**src/sv/cbrd_pkg.sv**
```systemverilog
`timescale 1ns / 1ps

package cbrd_pkg;

   localparam int MAX_EDGES = 128;
   localparam int EDGE_W    = 8;
   localparam int TICK_W    = 32;
   localparam int SLOW_W    = 16;
   localparam int DISC_W    = 7;
   localparam int CSR_W     = 32;
   localparam int CSR_IDX_W = 2;

   localparam logic [SLOW_W-1:0] SLOW_BIT_TICKS_RST  = SLOW_W'(1728);
   localparam logic [TICK_W-1:0] WINDOW_TICKS_RST    = TICK_W'(43200000);
   localparam logic [EDGE_W-1:0] EDGES_NEEDED_RST    = EDGE_W'(32);
   localparam logic [DISC_W-1:0] EDGES_DISCARDED_RST = DISC_W'(8);

   typedef enum logic [1:0] {
      ST_CLASSIFIED = 2'd0,
      ST_LOCKED     = 2'd1,
      ST_TOO_FEW    = 2'd2
   } status_type;

   typedef enum logic [CSR_IDX_W-1:0] {
      CSR_SLOW_BIT_TICKS  = 2'd0,
      CSR_WINDOW_TICKS    = 2'd1,
      CSR_EDGES_NEEDED    = 2'd2,
      CSR_EDGES_DISCARDED = 2'd3
   } csr_index_type;

   typedef enum logic [1:0] {
      SPEED_125K = 2'd0,
      SPEED_250K = 2'd1,
      SPEED_500K = 2'd2,
      SPEED_1M   = 2'd3
   } speed_type;

   typedef struct packed {
      logic              close;
      logic              frame;
      logic [EDGE_W-1:0] edges;
      logic [TICK_W-1:0] min_interval;
   } win_result_type;

   // Walk the halving threshold ladder from the slowest rate upward.
   function automatic speed_type ladder(input logic [TICK_W-1:0] interval,
                                        input logic [SLOW_W-1:0] slow_ticks);
      logic [SLOW_W-1:0] thr0;
      logic [SLOW_W-1:0] thr1;
      logic [SLOW_W-1:0] thr2;
      speed_type         spd;
      thr0 = slow_ticks - (slow_ticks >> 2);
      thr1 = thr0 >> 1;
      thr2 = thr0 >> 2;
      spd  = SPEED_125K;
      if (interval < TICK_W'(thr0)) begin
         spd = SPEED_250K;
         if (interval < TICK_W'(thr1)) begin
            spd = SPEED_500K;
            if (interval < TICK_W'(thr2)) begin
               spd = SPEED_1M;
            end
         end
      end
      return spd;
   endfunction

endpackage

```
**src/sv/cbrd_chan_if.sv**
```systemverilog
`timescale 1ns / 1ps

interface can_req_if;
   logic valid;
   logic ready;
   logic rx_level;
   logic frame_seen;

   modport source (output valid, output rx_level, output frame_seen, input ready);
   modport sink   (input valid, input rx_level, input frame_seen, output ready);
endinterface

interface can_rsp_if;
   logic                         valid;
   logic                         ready;
   logic [1:0]                   status;
   logic [1:0]                   speed_code;
   logic [cbrd_pkg::TICK_W-1:0]  min_interval;
   logic [cbrd_pkg::EDGE_W-1:0]  edge_total;

   modport source (output valid, output status, output speed_code,
                   output min_interval, output edge_total, input ready);
   modport sink   (input valid, input status, input speed_code,
                   input min_interval, input edge_total, output ready);
endinterface

```
**src/sv/cbrd_window.sv**
```systemverilog
`timescale 1ns / 1ps

module cbrd_window (
   input  logic                                clock,
   input  logic                                reset,
   input  logic                                advance,
   input  logic                                rx_level,
   input  logic                                frame_seen,
   input  logic [cbrd_pkg::TICK_W-1:0]         window_ticks,
   input  logic [cbrd_pkg::DISC_W-1:0]         edges_discarded,
   output cbrd_pkg::win_result_type            win
);

   logic                          last_level_ff;
   logic [cbrd_pkg::TICK_W-1:0]   elapsed_ff;
   logic [cbrd_pkg::EDGE_W-1:0]   edge_count_ff;
   logic [cbrd_pkg::TICK_W-1:0]   even_time_ff;
   logic [cbrd_pkg::TICK_W-1:0]   min_seen_ff;
   logic                          frame_ff;

   logic                          edge_hit;
   logic [cbrd_pkg::TICK_W-1:0]   interval;
   logic                          take_min;
   logic [cbrd_pkg::TICK_W-1:0]   min_in;
   logic [cbrd_pkg::EDGE_W-1:0]   edge_count_in;
   logic [cbrd_pkg::TICK_W-1:0]   elapsed_in;
   logic [cbrd_pkg::TICK_W-1:0]   even_time_in;
   logic                          frame_in;
   logic                          close;

   always_comb begin
      edge_hit      = rx_level != last_level_ff;
      interval      = elapsed_ff - even_time_ff;
      take_min      = edge_hit && edge_count_ff[0]
                      && ((edge_count_ff - 1'b1) > cbrd_pkg::EDGE_W'(edges_discarded))
                      && (interval < min_seen_ff);
      min_in        = take_min ? interval : min_seen_ff;
      edge_count_in = edge_hit ? edge_count_ff + 1'b1 : edge_count_ff;
      even_time_in  = (edge_hit && !edge_count_ff[0]) ? elapsed_ff : even_time_ff;
      elapsed_in    = elapsed_ff + 1'b1;
      frame_in      = frame_ff | frame_seen;
      close         = (edge_count_in >= cbrd_pkg::EDGE_W'(cbrd_pkg::MAX_EDGES))
                      || !(elapsed_in < window_ticks);
      win.close        = close;
      win.frame        = frame_in;
      win.edges        = edge_count_in;
      win.min_interval = min_in;
   end

   always_ff @(posedge clock) begin
      if (reset) begin
         last_level_ff <= 1'b0;
         elapsed_ff    <= '0;
         edge_count_ff <= '0;
         even_time_ff  <= '0;
         min_seen_ff   <= '1;
         frame_ff      <= 1'b0;
      end else if (advance) begin
         last_level_ff <= rx_level;
         if (close) begin
            elapsed_ff    <= '0;
            edge_count_ff <= '0;
            even_time_ff  <= '0;
            min_seen_ff   <= '1;
            frame_ff      <= 1'b0;
         end else begin
            elapsed_ff    <= elapsed_in;
            edge_count_ff <= edge_count_in;
            even_time_ff  <= even_time_in;
            min_seen_ff   <= min_in;
            frame_ff      <= frame_in;
         end
      end
   end

   property p_edges_bounded;
      @(posedge clock) disable iff (reset)
         edge_count_ff < cbrd_pkg::EDGE_W'(cbrd_pkg::MAX_EDGES);
   endproperty
   a_edges_bounded: assert property (p_edges_bounded)
      else $error("edge count reached the window limit without closing");

   property p_min_only_from_odd;
      @(posedge clock) disable iff (reset)
         advance && !close && take_min |=> min_seen_ff == $past(interval);
   endproperty
   a_min_only_from_odd: assert property (p_min_only_from_odd)
      else $error("minimum interval not captured");

   property p_close_clears;
      @(posedge clock) disable iff (reset)
         advance && close |=> edge_count_ff == '0 && min_seen_ff == '1 && !frame_ff;
   endproperty
   a_close_clears: assert property (p_close_clears)
      else $error("window state not cleared at close");

endmodule

```
**src/sv/can_bit_rate_detector_core.sv**
```systemverilog
`timescale 1ns / 1ps

// CAN bit-rate detector. Each beat on req_chan is one sample tick of the
// receive line (rx_level) plus the controller's frame-received flag
// (frame_seen). A measurement window closes after MAX_EDGES level changes
// or after window_ticks ticks; each closed window yields one beat on
// rsp_chan with status, speed_code, min_interval and edge_total. Ticks
// that do not close a window yield nothing.
// An accepted beat lands in an input register and is processed from there;
// a result passes through the input register and then the result register
// before it appears on rsp_chan. One tick per clock is sustained while no
// closing tick waits on a pending result: the input register and the result register are the only stages.
// When rsp_chan stalls with a result pending, further ticks still flow
// through as long as they do not close a window; a closing tick waits in
// the input register, and req_chan.ready drops once that register is held.
// Reset (synchronous, active high) clears the window, selects 125 kbit/s and
// restores the default configuration. csr_we writes register csr_index from
// csr_wdata; the user must write only while the block is idle; it is not enforced.
module can_bit_rate_detector_core (
   input  logic                                 clock,
   input  logic                                 reset,
   can_req_if.sink                              req_chan,
   can_rsp_if.source                            rsp_chan,
   input  logic                                 csr_we,
   input  logic [cbrd_pkg::CSR_IDX_W-1:0]       csr_index,
   input  logic [cbrd_pkg::CSR_W-1:0]           csr_wdata
);

   logic [cbrd_pkg::SLOW_W-1:0]   slow_bit_ticks_ff;
   logic [cbrd_pkg::TICK_W-1:0]   window_ticks_ff;
   logic [cbrd_pkg::EDGE_W-1:0]   edges_needed_ff;
   logic [cbrd_pkg::DISC_W-1:0]   edges_discarded_ff;

   logic                          in_valid_ff;
   logic                          rx_level_ff;
   logic                          frame_seen_ff;

   cbrd_pkg::speed_type           current_speed_ff;
   cbrd_pkg::speed_type           current_speed_in;

   logic                          rsp_valid_ff;
   cbrd_pkg::status_type          status_ff;
   cbrd_pkg::status_type          status_in;
   cbrd_pkg::speed_type           speed_ff;
   cbrd_pkg::speed_type           speed_in;
   logic [cbrd_pkg::TICK_W-1:0]   min_interval_ff;
   logic [cbrd_pkg::EDGE_W-1:0]   edge_total_ff;

   cbrd_pkg::win_result_type      win;
   logic                          advance;
   logic                          load_rsp;

   // Configuration
   always_ff @(posedge clock) begin
      if (reset) begin
         slow_bit_ticks_ff  <= cbrd_pkg::SLOW_BIT_TICKS_RST;
         window_ticks_ff    <= cbrd_pkg::WINDOW_TICKS_RST;
         edges_needed_ff    <= cbrd_pkg::EDGES_NEEDED_RST;
         edges_discarded_ff <= cbrd_pkg::EDGES_DISCARDED_RST;
      end else if (csr_we) begin
         case (cbrd_pkg::csr_index_type'(csr_index))
            cbrd_pkg::CSR_SLOW_BIT_TICKS: begin
               slow_bit_ticks_ff <= csr_wdata[cbrd_pkg::SLOW_W-1:0];
            end
            cbrd_pkg::CSR_WINDOW_TICKS: begin
               window_ticks_ff <= csr_wdata[cbrd_pkg::TICK_W-1:0];
            end
            cbrd_pkg::CSR_EDGES_NEEDED: begin
               edges_needed_ff <= csr_wdata[cbrd_pkg::EDGE_W-1:0];
            end
            cbrd_pkg::CSR_EDGES_DISCARDED: begin
               edges_discarded_ff <= csr_wdata[cbrd_pkg::DISC_W-1:0];
            end
            default: begin
            end
         endcase
      end
   end

   // Hold a closing tick while an unaccepted result occupies the output.
   assign advance          = in_valid_ff && (!win.close || !rsp_valid_ff || rsp_chan.ready);
   assign load_rsp         = advance && win.close;
   assign req_chan.ready   = !in_valid_ff || advance;

   always_ff @(posedge clock) begin
      if (reset) begin
         in_valid_ff <= 1'b0;
      end else if (req_chan.ready) begin
         in_valid_ff <= req_chan.valid;
      end
   end

   always_ff @(posedge clock) begin
      if (req_chan.ready && req_chan.valid) begin
         rx_level_ff   <= req_chan.rx_level;
         frame_seen_ff <= req_chan.frame_seen;
      end
   end

   cbrd_window u_window (
      .clock           (clock),
      .reset           (reset),
      .advance         (advance),
      .rx_level        (rx_level_ff),
      .frame_seen      (frame_seen_ff),
      .window_ticks    (window_ticks_ff),
      .edges_discarded (edges_discarded_ff),
      .win             (win)
   );

   always_comb begin
      current_speed_in = current_speed_ff;
      if (win.frame) begin
         status_in = cbrd_pkg::ST_LOCKED;
         speed_in  = current_speed_ff;
      end else if (win.edges < edges_needed_ff) begin
         status_in = cbrd_pkg::ST_TOO_FEW;
         speed_in  = current_speed_ff;
      end else begin
         status_in        = cbrd_pkg::ST_CLASSIFIED;
         speed_in         = cbrd_pkg::ladder(win.min_interval, slow_bit_ticks_ff);
         current_speed_in = speed_in;
      end
   end

   always_ff @(posedge clock) begin
      if (reset) begin
         current_speed_ff <= cbrd_pkg::SPEED_125K;
         rsp_valid_ff     <= 1'b0;
      end else if (load_rsp) begin
         current_speed_ff <= current_speed_in;
         rsp_valid_ff     <= 1'b1;
      end else if (rsp_chan.ready) begin
         rsp_valid_ff     <= 1'b0;
      end
   end

   always_ff @(posedge clock) begin
      if (load_rsp) begin
         status_ff       <= status_in;
         speed_ff        <= speed_in;
         min_interval_ff <= win.min_interval;
         edge_total_ff   <= win.edges;
      end
   end

   assign rsp_chan.valid        = rsp_valid_ff;
   assign rsp_chan.status       = status_ff;
   assign rsp_chan.speed_code   = speed_ff;
   assign rsp_chan.min_interval = min_interval_ff;
   assign rsp_chan.edge_total   = edge_total_ff;

   property p_classified_is_current;
      @(posedge clock) disable iff (reset)
         rsp_valid_ff && (status_ff == cbrd_pkg::ST_CLASSIFIED)
            |-> current_speed_ff == speed_ff;
   endproperty
   a_classified_is_current: assert property (p_classified_is_current)
      else $error("classified speed differs from current speed");

   property p_no_overwrite;
      @(posedge clock) disable iff (reset)
         rsp_valid_ff && !rsp_chan.ready |-> !load_rsp;
   endproperty
   a_no_overwrite: assert property (p_no_overwrite)
      else $error("pending result overwritten");

   property p_edge_total_bounded;
      @(posedge clock) disable iff (reset)
         rsp_valid_ff |-> edge_total_ff <= cbrd_pkg::EDGE_W'(cbrd_pkg::MAX_EDGES);
   endproperty
   a_edge_total_bounded: assert property (p_edge_total_bounded)
      else $error("edge total above window limit");

   property p_hold_input;
      @(posedge clock) disable iff (reset)
         in_valid_ff && !advance |=> in_valid_ff && $stable(rx_level_ff)
                                      && $stable(frame_seen_ff);
   endproperty
   a_hold_input: assert property (p_hold_input)
      else $error("stalled tick lost from input register");

endmodule

```
**src/flat_wrapper.sv**
```systemverilog
// flat-port wrapper written by rule: the top's interface ports become plain ports
module can_bit_rate_detector_core_flat 
  (clock, reset, csr_we, csr_index, csr_wdata, req_chan_valid, req_chan_rx_level, req_chan_frame_seen, req_chan_ready, rsp_chan_valid, rsp_chan_status, rsp_chan_speed_code, rsp_chan_min_interval, rsp_chan_edge_total, rsp_chan_ready);
  can_req_if req_chan_i ();
  can_rsp_if rsp_chan_i ();
  input  logic clock;
  input  logic reset;
  input  logic csr_we;
  input  logic [cbrd_pkg::CSR_IDX_W-1:0] csr_index;
  input  logic [cbrd_pkg::CSR_W-1:0] csr_wdata;
  input wire logic [$bits(req_chan_i.valid)-1:0] req_chan_valid;
  input wire logic [$bits(req_chan_i.rx_level)-1:0] req_chan_rx_level;
  input wire logic [$bits(req_chan_i.frame_seen)-1:0] req_chan_frame_seen;
  output wire logic [$bits(req_chan_i.ready)-1:0] req_chan_ready;
  output wire logic [$bits(rsp_chan_i.valid)-1:0] rsp_chan_valid;
  output wire logic [$bits(rsp_chan_i.status)-1:0] rsp_chan_status;
  output wire logic [$bits(rsp_chan_i.speed_code)-1:0] rsp_chan_speed_code;
  output wire logic [$bits(rsp_chan_i.min_interval)-1:0] rsp_chan_min_interval;
  output wire logic [$bits(rsp_chan_i.edge_total)-1:0] rsp_chan_edge_total;
  input wire logic [$bits(rsp_chan_i.ready)-1:0] rsp_chan_ready;
  assign req_chan_i.valid = req_chan_valid;
  assign req_chan_i.rx_level = req_chan_rx_level;
  assign req_chan_i.frame_seen = req_chan_frame_seen;
  assign req_chan_ready = req_chan_i.ready;
  assign rsp_chan_valid = rsp_chan_i.valid;
  assign rsp_chan_status = rsp_chan_i.status;
  assign rsp_chan_speed_code = rsp_chan_i.speed_code;
  assign rsp_chan_min_interval = rsp_chan_i.min_interval;
  assign rsp_chan_edge_total = rsp_chan_i.edge_total;
  assign rsp_chan_i.ready = rsp_chan_ready;
  can_bit_rate_detector_core u_core (.clock(clock), .reset(reset), .req_chan(req_chan_i), .rsp_chan(rsp_chan_i), .csr_we(csr_we), .csr_index(csr_index), .csr_wdata(csr_wdata));
endmodule
```
**config.mk**
```make
export PLATFORM = sky130hd
export DESIGN_NAME = can_bit_rate_detector_core_flat
export DESIGN_NICKNAME = d
export VERILOG_FILES = /design/src/sv/cbrd_pkg.sv /design/src/sv/cbrd_chan_if.sv /design/src/sv/cbrd_window.sv /design/src/sv/can_bit_rate_detector_core.sv /design/src/flat_wrapper.sv
export SDC_FILE = /design/constraint.sdc
export NUM_CORES = 1
export LEC_CHECK = 0
export CAP_MARGIN = 40
export CORE_MARGIN = 10
export CORE_UTILIZATION = 50
export DETAILED_ROUTE_END_ITERATION = 7
export DONT_BUFFER_PORTS = 1
export PLACE_DENSITY = 0.68
export SLEW_MARGIN = 20
export SYNTH_ARGS = -nofsm -noshare
export SYNTH_HDL_FRONTEND = slang
export SYNTH_HIERARCHICAL = 1
export SYNTH_SLANG_ARGS = --single-unit
```
**constraint.sdc**
```tcl
create_clock -name clock -period 19.29 [get_ports clock]
set_input_delay 2.8935 -clock clock [delete_from_list [all_inputs] [get_ports clock]]
set_output_delay 2.8935 -clock clock [all_outputs]
set_load 0.1 [all_outputs]
```
# [After elaboration in Yosys (flattened, before gate mapping)]
# Index checks and enable logic that the tools add are counted.
[word_totals] regBits=219 latchBits=0 ram_bits=0 romBits=0 inputBits=41 out_inout_bits=46 word_cells=77 memories=0
[op_classes] n_addsub=5 n_mul=0 n_div=0 magnitude_cmp=8 eq_ne=4 shift=0 n_mux=16 bitwise=1 n_reduce_logical=24
[ops] operator="32-bit two-way mux" count=5
[ops] operator="32-bit less-than comparator" count=2
[ops] operator="32-bit by 1-bit adder with 32-bit output (second input constant)" count=1
[ops] operator="32-bit by 14-bit less-than comparator with 1-bit output" count=1
[ops] operator="32-bit by 15-bit less-than comparator with 1-bit output" count=1
[ops] operator="32-bit by 16-bit less-than comparator with 1-bit output" count=1
[ops] operator="32-bit subtractor" count=1
[ops] operator="8-bit two-way mux" count=2
[ops] operator="16-bit by 14-bit subtractor with 16-bit output" count=1
[ops] operator="2-bit two-way mux" count=5
[ops] operator="2-bit AND reduction" count=5
[ops] operator="8-bit by 1-bit adder with 8-bit output (second input constant)" count=1
[ops] operator="8-bit >= comparator (second input constant)" count=1
[ops] operator="8-bit by 7-bit > comparator with 1-bit output" count=1
[ops] operator="8-bit less-than comparator" count=1
[ops] operator="8-bit by 1-bit subtractor with 8-bit output (second input constant)" count=1
[ops] operator="1-bit logical AND" count=7
[ops] operator="1-bit zero test" count=5
[ops] operator="2-bit == test (second input constant)" count=2
[ops] operator="1-bit logical OR" count=4
[ops] operator="1-bit two-way mux" count=4
[ops] operator="2-bit nonzero test" count=2
[ops] operator="2-bit by 1-bit == test with 1-bit output (second input constant)" count=1
[ops] operator="2-bit zero test" count=1
[ops] operator="2 further kinds" count=2

# [Logic depth before layout (Yosys ltp)]
# Gate-level depths: netlist of the first run.
[depth] ltp_word=11 depth_mapped=32 depth_no_buf=30

# [Hierarchy]
# Netlist of the first run, hierarchy kept.
[by_module_without_submodules] mod="cbrd_window" n_inst=1 cells_each=1040 area_each_um2=8295.5 seq_area_each_um2=2122.0
[by_module_without_submodules] mod="can_bit_rate_detector_core" n_inst=1 cells_each=592 area_each_um2=5756.8 seq_area_each_um2=2722.6

# [Worst setup path after synthesis of the first run]
# No wires, ideal clock.
[synth_timing] path_kind="reg2out" from="reg u_core/u_window/elapsed_ff[0] (netlist bit)" to="out req_chan_ready" arrival_ns=4.093 required_time_ns=16.396 slack_ns=12.304 stages_incl_launch_ff=19 n_path_buf=4 path_cell_list="dfxtp_1 -> ha_1 -> and3_1 -> buf_2 -> and3_1 -> buf_2 -> nand3_1 -> nor2b_1 -> and4_1 -> xor2_1 -> ha_1 -> nand4_1 -> nor2_1 -> nand3_1 -> nor3_1 -> a21o_1 -> clkbuf_1 -> buf_4 -> nand3_1"
[synth_between] elab_chain_cells=9
[synth_rtl] item="start, declared" line="cbrd_window.sv:15" text="logic [cbrd_pkg::TICK_W-1:0] elapsed_ff;"
[synth_rtl] item="start signal, assigned" line="cbrd_window.sv:67" text="elapsed_ff <= elapsed_in;"
[synth_rtl] item="32-bit by 1-bit adder with 32-bit output" line="cbrd_window.sv:40" text="elapsed_in = elapsed_ff + 1'b1;"
[synth_rtl] item="32-bit less-than comparator" line="cbrd_window.sv:43" text="|| !(elapsed_in < window_ticks);"
[synth_rtl] item="1-bit zero test" line="cbrd_window.sv:43"
[synth_rtl] item="1-bit logical OR" line="cbrd_window.sv:43"
[synth_rtl] item="named net u_core.u_window.close" line="cbrd_window.sv:29" text="logic close;"
[synth_rtl] item="1-bit zero test" line="can_bit_rate_detector_core.sv:81" text="assign advance = in_valid_ff && (!win.close || !rsp_valid_ff || rsp_chan.ready);"
[synth_rtl] item="1-bit logical OR (2 in series)" line="can_bit_rate_detector_core.sv:81"
[synth_rtl] item="1-bit logical AND" line="can_bit_rate_detector_core.sv:81"
[synth_rtl] item="1-bit logical OR" line="can_bit_rate_detector_core.sv:83" text="assign req_chan.ready = !in_valid_ff || advance;"
[synth_rtl] item="end, declared" line="flat_wrapper.sv:14" text="output wire logic [$bits(req_chan_i.ready)-1:0] req_chan_ready;"
# The timed path passes the listed nets, and every way through them passes these cells.

==> results of run 1 <==
==> state kept, by name, summed over array words and instances (netlist names), 8 cells and up <==
signal / flops
u_core/u_window/even_time_ff: 32
u_core/window_ticks_ff: 32
u_core/u_window/edge_count_ff: 8
u_core/slow_bit_ticks_ff: 16
u_core/rsp_chan.min_interval: 32
u_core/u_window/min_seen_ff: 32
u_core/u_window/elapsed_ff: 32
u_core/edges_needed_ff: 8
u_core/rsp_chan.edge_total: 8
==> kinds of logic (layout without fill, tap and decap cells) <==
group	Yosys count	count (layout)	synth area share (%)
buffers and inverters	232	241	6.79
XOR/XNOR	92	92	5.89
flip-flops	219	219	34.5
multiplexers	18	18	1.35
adder cells (fa/ha/maj)	156	156	13.9
AND/OR/NAND/NOR	473	473	16.2
AO/OA/AOI/OAI	442	442	21.3
==> area by class of cell <==
class	count	area share (%)
multi-input cells	1181	52.2
flip-flops and latches	219	30.6
clock buffers	30	4.39
repair buffers	40	4.35
inverters	155	3.67
well taps	378	2.99
clock inverters	16	1.82
==> power by group through the flow <==
stage	combinational, mW	clock [mW]	sequential [mW]
after floorplan	0.108	0	0.488
final	0.134	0.558	0.480
after global placement	0.129	0	0.489
after CTS	0.133	0.569	0.480
after global routing	0.153	0.589	0.480
after detailed placement	0.132	0	0.490
==> per-layer routing <==
layer	part of all wire, %	GRT usage (%)	wire [um]
met3	6.1	3.93	2110
met1	49	27.5	17100
met5	0.020	0	7
met2	42	28.9	14600
met4	2.4	5.38	822
==> critical path, delay by kind of cell (launching register included) <==
family,cells,cell delay (ns)
flip-flops,1,0.43
buffers and inverters,2,0.15
AO/OA/AOI/OAI,15,4.20
XOR/XNOR,1,0.16
AND/OR/NAND/NOR,7,1.16
adder cells (fa/ha/maj),4,1.33
==> cells in the mapped netlist (5+ instances only) <==
library cell | count | area [um2]
and2_1 | 12 | 75.1
buf_2 | 24 | 120
a22oi_1 | 35 | 263
nand4_1 | 20 | 125
xor2_1 | 34 | 298
edfxtp_1 | 46 | 1380
o21ai_0 | 65 | 325
a31oi_1 | 7 | 43.8
nand2b_1 | 11 | 68.8
a21o_1 | 32 | 240
o21a_1 | 10 | 75.1
nand2_1 | 184 | 691
nor2b_1 | 14 | 87.6
and4_1 | 7 | 61.3
o21ai_1 | 21 | 105
nand3_1 | 31 | 155
a22o_1 | 20 | 175
o221ai_1 | 5 | 43.8
a211oi_1 | 6 | 45.0
nand3b_1 | 19 | 143
o22a_1 | 29 | 254
a21oi_1 | 133 | 666
clkbuf_1 | 43 | 161
ha_1 | 150 | 1880
nor3_1 | 17 | 85.1
a2111oi_0 | 5 | 43.8
a311oi_1 | 6 | 52.6
and3_1 | 18 | 113
a211o_1 | 11 | 96.3
o211ai_1 | 7 | 52.6
o31ai_1 | 5 | 37.5
nor2_1 | 102 | 383
inv_1 | 153 | 574
nor4_1 | 8 | 50.1
mux2i_1 | 10 | 100
dfxtp_1 | 173 | 3460
xnor2_1 | 56 | 490
mux2_2 | 8 | 90.1
==> stage by stage <==
stage,utilization (%),setup slack (ns),cell area (um2),total power [mW],instances
after floorplan,-,12.30,14100,0.596,1632
after detailed placement,53.5,11.88,14900,0.622,1973
after global routing,57.0,11.08,15800,1.22,2019
after global placement,51.2,11.97,14200,0.618,1943
after CTS,57.0,11.80,15800,1.18,2019
final,57.0,11.78,15800,1.17,2019
==> worst paths after layout <==
path / startpoint / to / slack, ns / cells past startpoint
max: u_core/u_window/elapsed_ff[0] / u_core/current_speed_ff[1] / 11.78 / 29
min: u_core/window_ticks_ff[26] / u_core/window_ticks_ff[26] / 0.45 / 2
max reg2reg: u_core/u_window/elapsed_ff[0] / u_core/current_speed_ff[1] / 11.78 / 29
min reg2reg: u_core/window_ticks_ff[26] / u_core/window_ticks_ff[26] / 0.45 / 2
==> cell usage in the layout, fill, tap and decap left out, types with 8 or more instances in the layout <==
| master | count |
|---|---|
| a211o_1 | 11 |
| a21o_1 | 32 |
| a21oi_1 | 133 |
| a22o_1 | 20 |
| a22oi_1 | 35 |
| and2_1 | 11 |
| and3_1 | 18 |
| buf_16 | 15 |
| buf_4 | 10 |
| buf_8 | 11 |
| clkbuf_16 | 26 |
| dfxtp_1 | 173 |
| edfxtp_1 | 46 |
| ha_1 | 150 |
| inv_1 | 152 |
| mux2_2 | 8 |
| mux2i_1 | 10 |
| nand2_1 | 184 |
| nand2b_1 | 11 |
| nand3_1 | 31 |
| nand3b_1 | 19 |
| nand4_1 | 20 |
| nor2_1 | 102 |
| nor2b_1 | 14 |
| nor3_1 | 17 |
| nor4_1 | 8 |
| o21a_1 | 10 |
| o21ai_0 | 65 |
| o21ai_1 | 20 |
| o22a_1 | 29 |
| xnor2_1 | 56 |
| xor2_1 | 34 |
==> key figures, run 1 <==
GRT
  – Vias in the first global route: 11,000
  – Total track usage: 19.3%
  – Largest net degree at the start of global routing: 117
  – Initial antenna violation count: 1
  – Global route overflow: 0
  – Global-route wire length before repair: 57,700 um

Power and ir drop
  – Cell internal pwr: 0.882 mW
  – Clock share of power: 47.6%
  – Sequential Power Share: 40.9%
  – VDD IR max: 74.7 uV
  – Comb pwr share: 11.4%
  – Leakage: 6.72 nW
  – Power per cell area: 74.0 nW/um2
  – Switching share of power: 24.7%
  – Switch Pwr: 0.290 mW

STA
  – Max-slew violation count: 0
  – RSZ-0062 raised after global routing: false
  – Setup Skew: 0.0132 ns
  – Setup TNS: 0 ns
  – Endpoints failing setup: 0
  – Period utilisation layout: 38.9%
  – Hold WS: 0.448 ns
  – Final hold vios: 0
  – Slew of the pin with the lowest slew margin: 0.900 ns
  – Min Tclk post-route: 7.51 ns
  – Rel. slew slack: 40.1%
  – Fmax: 133 MHz

Critical path
  – WS Path Type: reg2reg
  – Critical-path top delay cell: a2111oi_4
  – Top cell by count, worst path: a21oi_1
  – Critical path required time: 19.77 ns
  – Worst setup EP type: flop
  – Startpoint types: flop
  – Crit Path Max Fanout: 14
  – Crit path DAT: 7.99 ns
  – Max stage delay on crit path: 0.73 ns

Cells and area
  – Share of layout cells above drive strength 1: 8.29%
  – Number of diodes: 0
  – Area occupied by multi-input gates: 8260 um2
  – Area delta synth->final: 12.7%
  – Fin nets: 1,815
  – Seq. cell area: 4840 um2
  – # fillers: 2,528

Yosys
  – Synth cell types: 101
  – Syn nets: 1,825
  – Synth async-reset ratio: 0%
  – Ys flop type: dfxtp_1
  – Syn Inst Count: 1,632
  – Syn Area/Cell: 8.61 um2
  – EDFF count, synth: 46
  – Cell area after synthesis: 14,100 um2
  – Yosys warnings: 6
  – Sequential cell area fraction in the yosys report: 34.5%
  – Synthesis-stage register bit count: 219

Run
  – Max Cap Violations: 0

Die
  – I/O pins: 87
  – Die height: 188 um
  – Initial Util: 50.6%
  – Die Area: 35,200 um2
  – Horiz. Die Dim: 188 um
  – CORE AREA: 27,800 um2
  – Number of placement rows: 61

Clock tree
  – Post-CTS Setup Repair Bufs: 0
  – H-tree levels: 1
  – CTS tree: built
  – Deepest clock path buffer count: 3
  – Hold Buf Count CTS: 0
  – Skew-Pair Late Insertion Delay: 0.55 ns
  – Cts bufs inserted: 25
  – Post-CTS sizing: 0
  – CTS clk-pin slew, worst paths: 0.06 ns
  – CTS sink count: 219
  – Root Buffer: clkbuf_16

Placement
  – Final Wtd Congestion: 0.885
  – I/O Buffers: 0
  – Hpwl dp: 25,900 um

Min path
  – Hold Crit Class: reg2reg

Route
  – Final WL: 34,600 um
  – Initial DRC Count: 750
  – Via density: 5.71
  – WL per Instance: 17.2 um
  – Antenna Violating Nets Remaining: 0
  – DR pass1 iterations: 5
  – Via count: 11,500
  – # DRC: 0

Status
  – Outcome: completed
No activity file was read; power rests on OpenSTA's default activity.
==> run 2, diff against run 1 <==
==> constraint.sdc (replaced) <==
create_clock -name clock -period 7.1 [get_ports clock]
set_input_delay 1.065 -clock clock [delete_from_list [all_inputs] [get_ports clock]]
set_output_delay 1.065 -clock clock [all_outputs]
set_load 0.1 [all_outputs]
==> run 2 against run 1 <==
Clock skew increased by 0.0022 ns. Register-to-register slack got worse by 11 ns. First-iteration DRC count decreased by 4.3%. Sequential power increased to 2.7 times the previous value. Critical endpoint unchanged. Combinational power increased to 2.9 times the previous value. Global-route usage increased by 0.069 points.
==> key figures, run 2 (synthesized netlist as in run 1, its figures left out) <==
Status
  – Outcome: completed

Route
  – Antenna Violating Nets Remaining: 0 (unchanged)
  – # DRC: 0 (unchanged)
  – DR pass1 iterations: 5 (unchanged)
  – Final WL: 35,600 um (+2.8%)
  – Via count: 11,700 (+1.7%)
  – Via density: 5.67 (-0.75%)
  – Initial DRC Count: 718 (-4.3%)
  – WL per Instance: 17.2 um (+0.30%)

STA
  – Hold WS: 0.450 ns (+0.00230 ns)
  – Fmax: 149 MHz (+12%)
  – Period utilisation layout: 94.7% (+56 points)
  – Min Tclk post-route: 6.72 ns (-0.787 ns)
  – Endpoints failing setup: 0 (unchanged)
  – Rel. slew slack: 40.5% (+0.40 points)
  – Setup Skew: 0.0154 ns (+0.00221 ns)
  – Setup TNS: 0 ns (unchanged)
  – Max-slew violation count: 0 (unchanged)
  – Slew of the pin with the lowest slew margin: 0.894 ns (-0.00599 ns)
  – Final hold vios: 0 (unchanged)

Clock tree
  – Root Buffer: clkbuf_16
  – CTS sink count: 219 (unchanged)
  – Cts bufs inserted: 26 (+4.0%)
  – Deepest clock path buffer count: 3 (unchanged)
  – CTS tree: built
  – Skew-Pair Late Insertion Delay: 0.55 ns (about the same)
  – Hold Buf Count CTS: 0 (unchanged)
  – CTS clk-pin slew, worst paths: 0.06 ns (about the same)
  – H-tree levels: 1 (unchanged)

Critical path
  – Buf+Inv Stages, Crit Path: 3 (+1)
  – Worst R2R Path Depth: 25 (-14%)
  – Kind of cell adding the most delay to the critical path: compound AO/OA/AOI/OAI gates
  – Worst R2R Setup Slack: 0.38 ns (-11.40 ns)
  – Max stage delay on crit path: 0.46 ns (-0.27 ns)
  – Startpoint types: flop
  – WS Path Type: reg2reg
  – FF-to-FF Start: u_core/u_window/even_time_ff[8]
  – Crit Path Max Fanout: 49 (+35)
  – Critical-path top delay cell: or3_2
  – Worst setup EP type: flop
  – Critical path required time: 7.58 ns (-12.19 ns)
  – Top cell by count, worst path: a21oi_1
  – Critical path origin: u_core/u_window/even_time_ff[8]
  – Worst path depth: 25 (-14%)
  – Setup crit end: u_core/current_speed_ff[1]
  – Worst r2r dst: u_core/current_speed_ff[1]
  – Crit path DAT: 7.20 ns (-0.79 ns)

Placement
  – Placed insts: 2,015 (+2.1%)
  – Hpwl dp: 26,900 um (+3.8%)
  – Final Wtd Congestion: 0.870 (-1.7%)
  – I/O Buffers: 0 (unchanged)

GRT
  – Largest net degree at the start of global routing: 117 (unchanged)
  – Total track usage: 19.4% (+0.069 points)
  – Global-route wire length before repair: 57,900 um (+0.32%)
  – Global route overflow: 0 (unchanged)
  – Initial antenna violation count: 0 (-1)
  – Vias in the first global route: 11,100 (+1.0%)

Die
  – Number of placement rows: 61 (unchanged)
  – Die Area: 35,200 um2 (unchanged)
  – Horiz. Die Dim: 188 um (unchanged)
  – I/O pins: 87 (unchanged)
  – Initial Util: 50.6% (unchanged)
  – Die height: 188 um (unchanged)
  – CORE AREA: 27,800 um2 (unchanged)

Power and ir drop
  – Leakage: 7.01 nW (+4.2%)
  – Final Power: 3.13 mW (+170%)
  – Power per cell area: 191 nW/um2 (+160%)
  – VDD IR max: 169 uV (+130%)

Run
  – Max Cap Violations: 0 (unchanged)

Cells and area
  – Area delta synth->final: 16.6%
  – Number of diodes: 0 (unchanged)
  – Most common cell after layout, fill and taps aside: nand2_1
  – Share of layout cells above drive strength 1: 12.1% (+3.8 points)
  – Final std cells w/o fill: 2,069 (+2.5%)
  – Fin nets: 1,865 (+2.8%)
  – Most frequent cells in the layout: 184 x nand2_1, 173 x dfxtp_1, 152 x inv_1
  – Post-Route Utilization: 59.0% (+2.0 points)

Min path
  – Hold Crit Class: reg2reg
[run 2: how the worst min path moves through the flow]
stage / slack, ns / end / depth (start not counted) / from
after floorplan: 0.43 / u_core/window_ticks_ff[0] / 2 / u_core/window_ticks_ff[0]
after global placement: 0.44 / u_core/edges_needed_ff[2] / 2 / u_core/edges_needed_ff[2]
after detailed placement: 0.44 / u_core/window_ticks_ff[7] / 2 / u_core/window_ticks_ff[7]
after CTS: 0.45 / u_core/window_ticks_ff[7] / 2 / u_core/window_ticks_ff[7]
final: 0.45 / u_core/window_ticks_ff[18] / 2 / u_core/window_ticks_ff[18]
after global routing: 0.46 / u_core/edges_needed_ff[1] / 2 / u_core/edges_needed_ff[1]
[run 2: repair_timing]
action / CTS / global route
cloned: 0 / 1
resized for setup: 0 / 27
buffers inserted: 1 / 3
setup endpoints to repair: 1 / 4
pin swaps: 1 / 11
[run 2: stage by stage]
step / cell area [um2] / setup slack, ns
finish: 16400 / 0.375
global route: 16400 / -0.0185
CTS: 16200 / 0.0685
detailed placement: 15200 / -0.0496
global placement: 14500 / 0.135
floorplan: 14100 / 0.428
[run 2: layout make-up]
type                       instances  area (um2)
fill                            2507       11400
multi-input combinational       1181        8360
sequential                       219        4840
timing repair buffer              89        1180
clock buffer                      30         707
inverter                         155         582
tap                              378         473
clock inverter                    17         235
[run 2: metal layers]
metal,vias to the layer above,GRT usage [%],share of wire (%)
met5,-,0,0
met4,0,4.71,2.0
met3,48,3.23,5.8
met2,301,29.5,44
met1,5511,27.9,49
li1,5867,-,-
[run 2: worst reg2reg max path, delay by kind of cell, from the launching register on]
family / cells / cell delay (ns)
and+or+nand+nor: 8 / 2.18
DFF: 1 / 0.33
muxes: 1 / 0.41
buffers and inverters: 3 / 0.45
AOI/OAI and AO/OA: 10 / 2.23
xor gates and xnor gates: 1 / 0.32
adders and majority gates: 2 / 0.72
[run 2: report_power, final]
part           leakage, nW  switching, mW  internal [mW]
Sequential            1.79         0.0132           1.29
Clock                0.463          0.571          0.870
Combinational         4.75          0.226          0.158
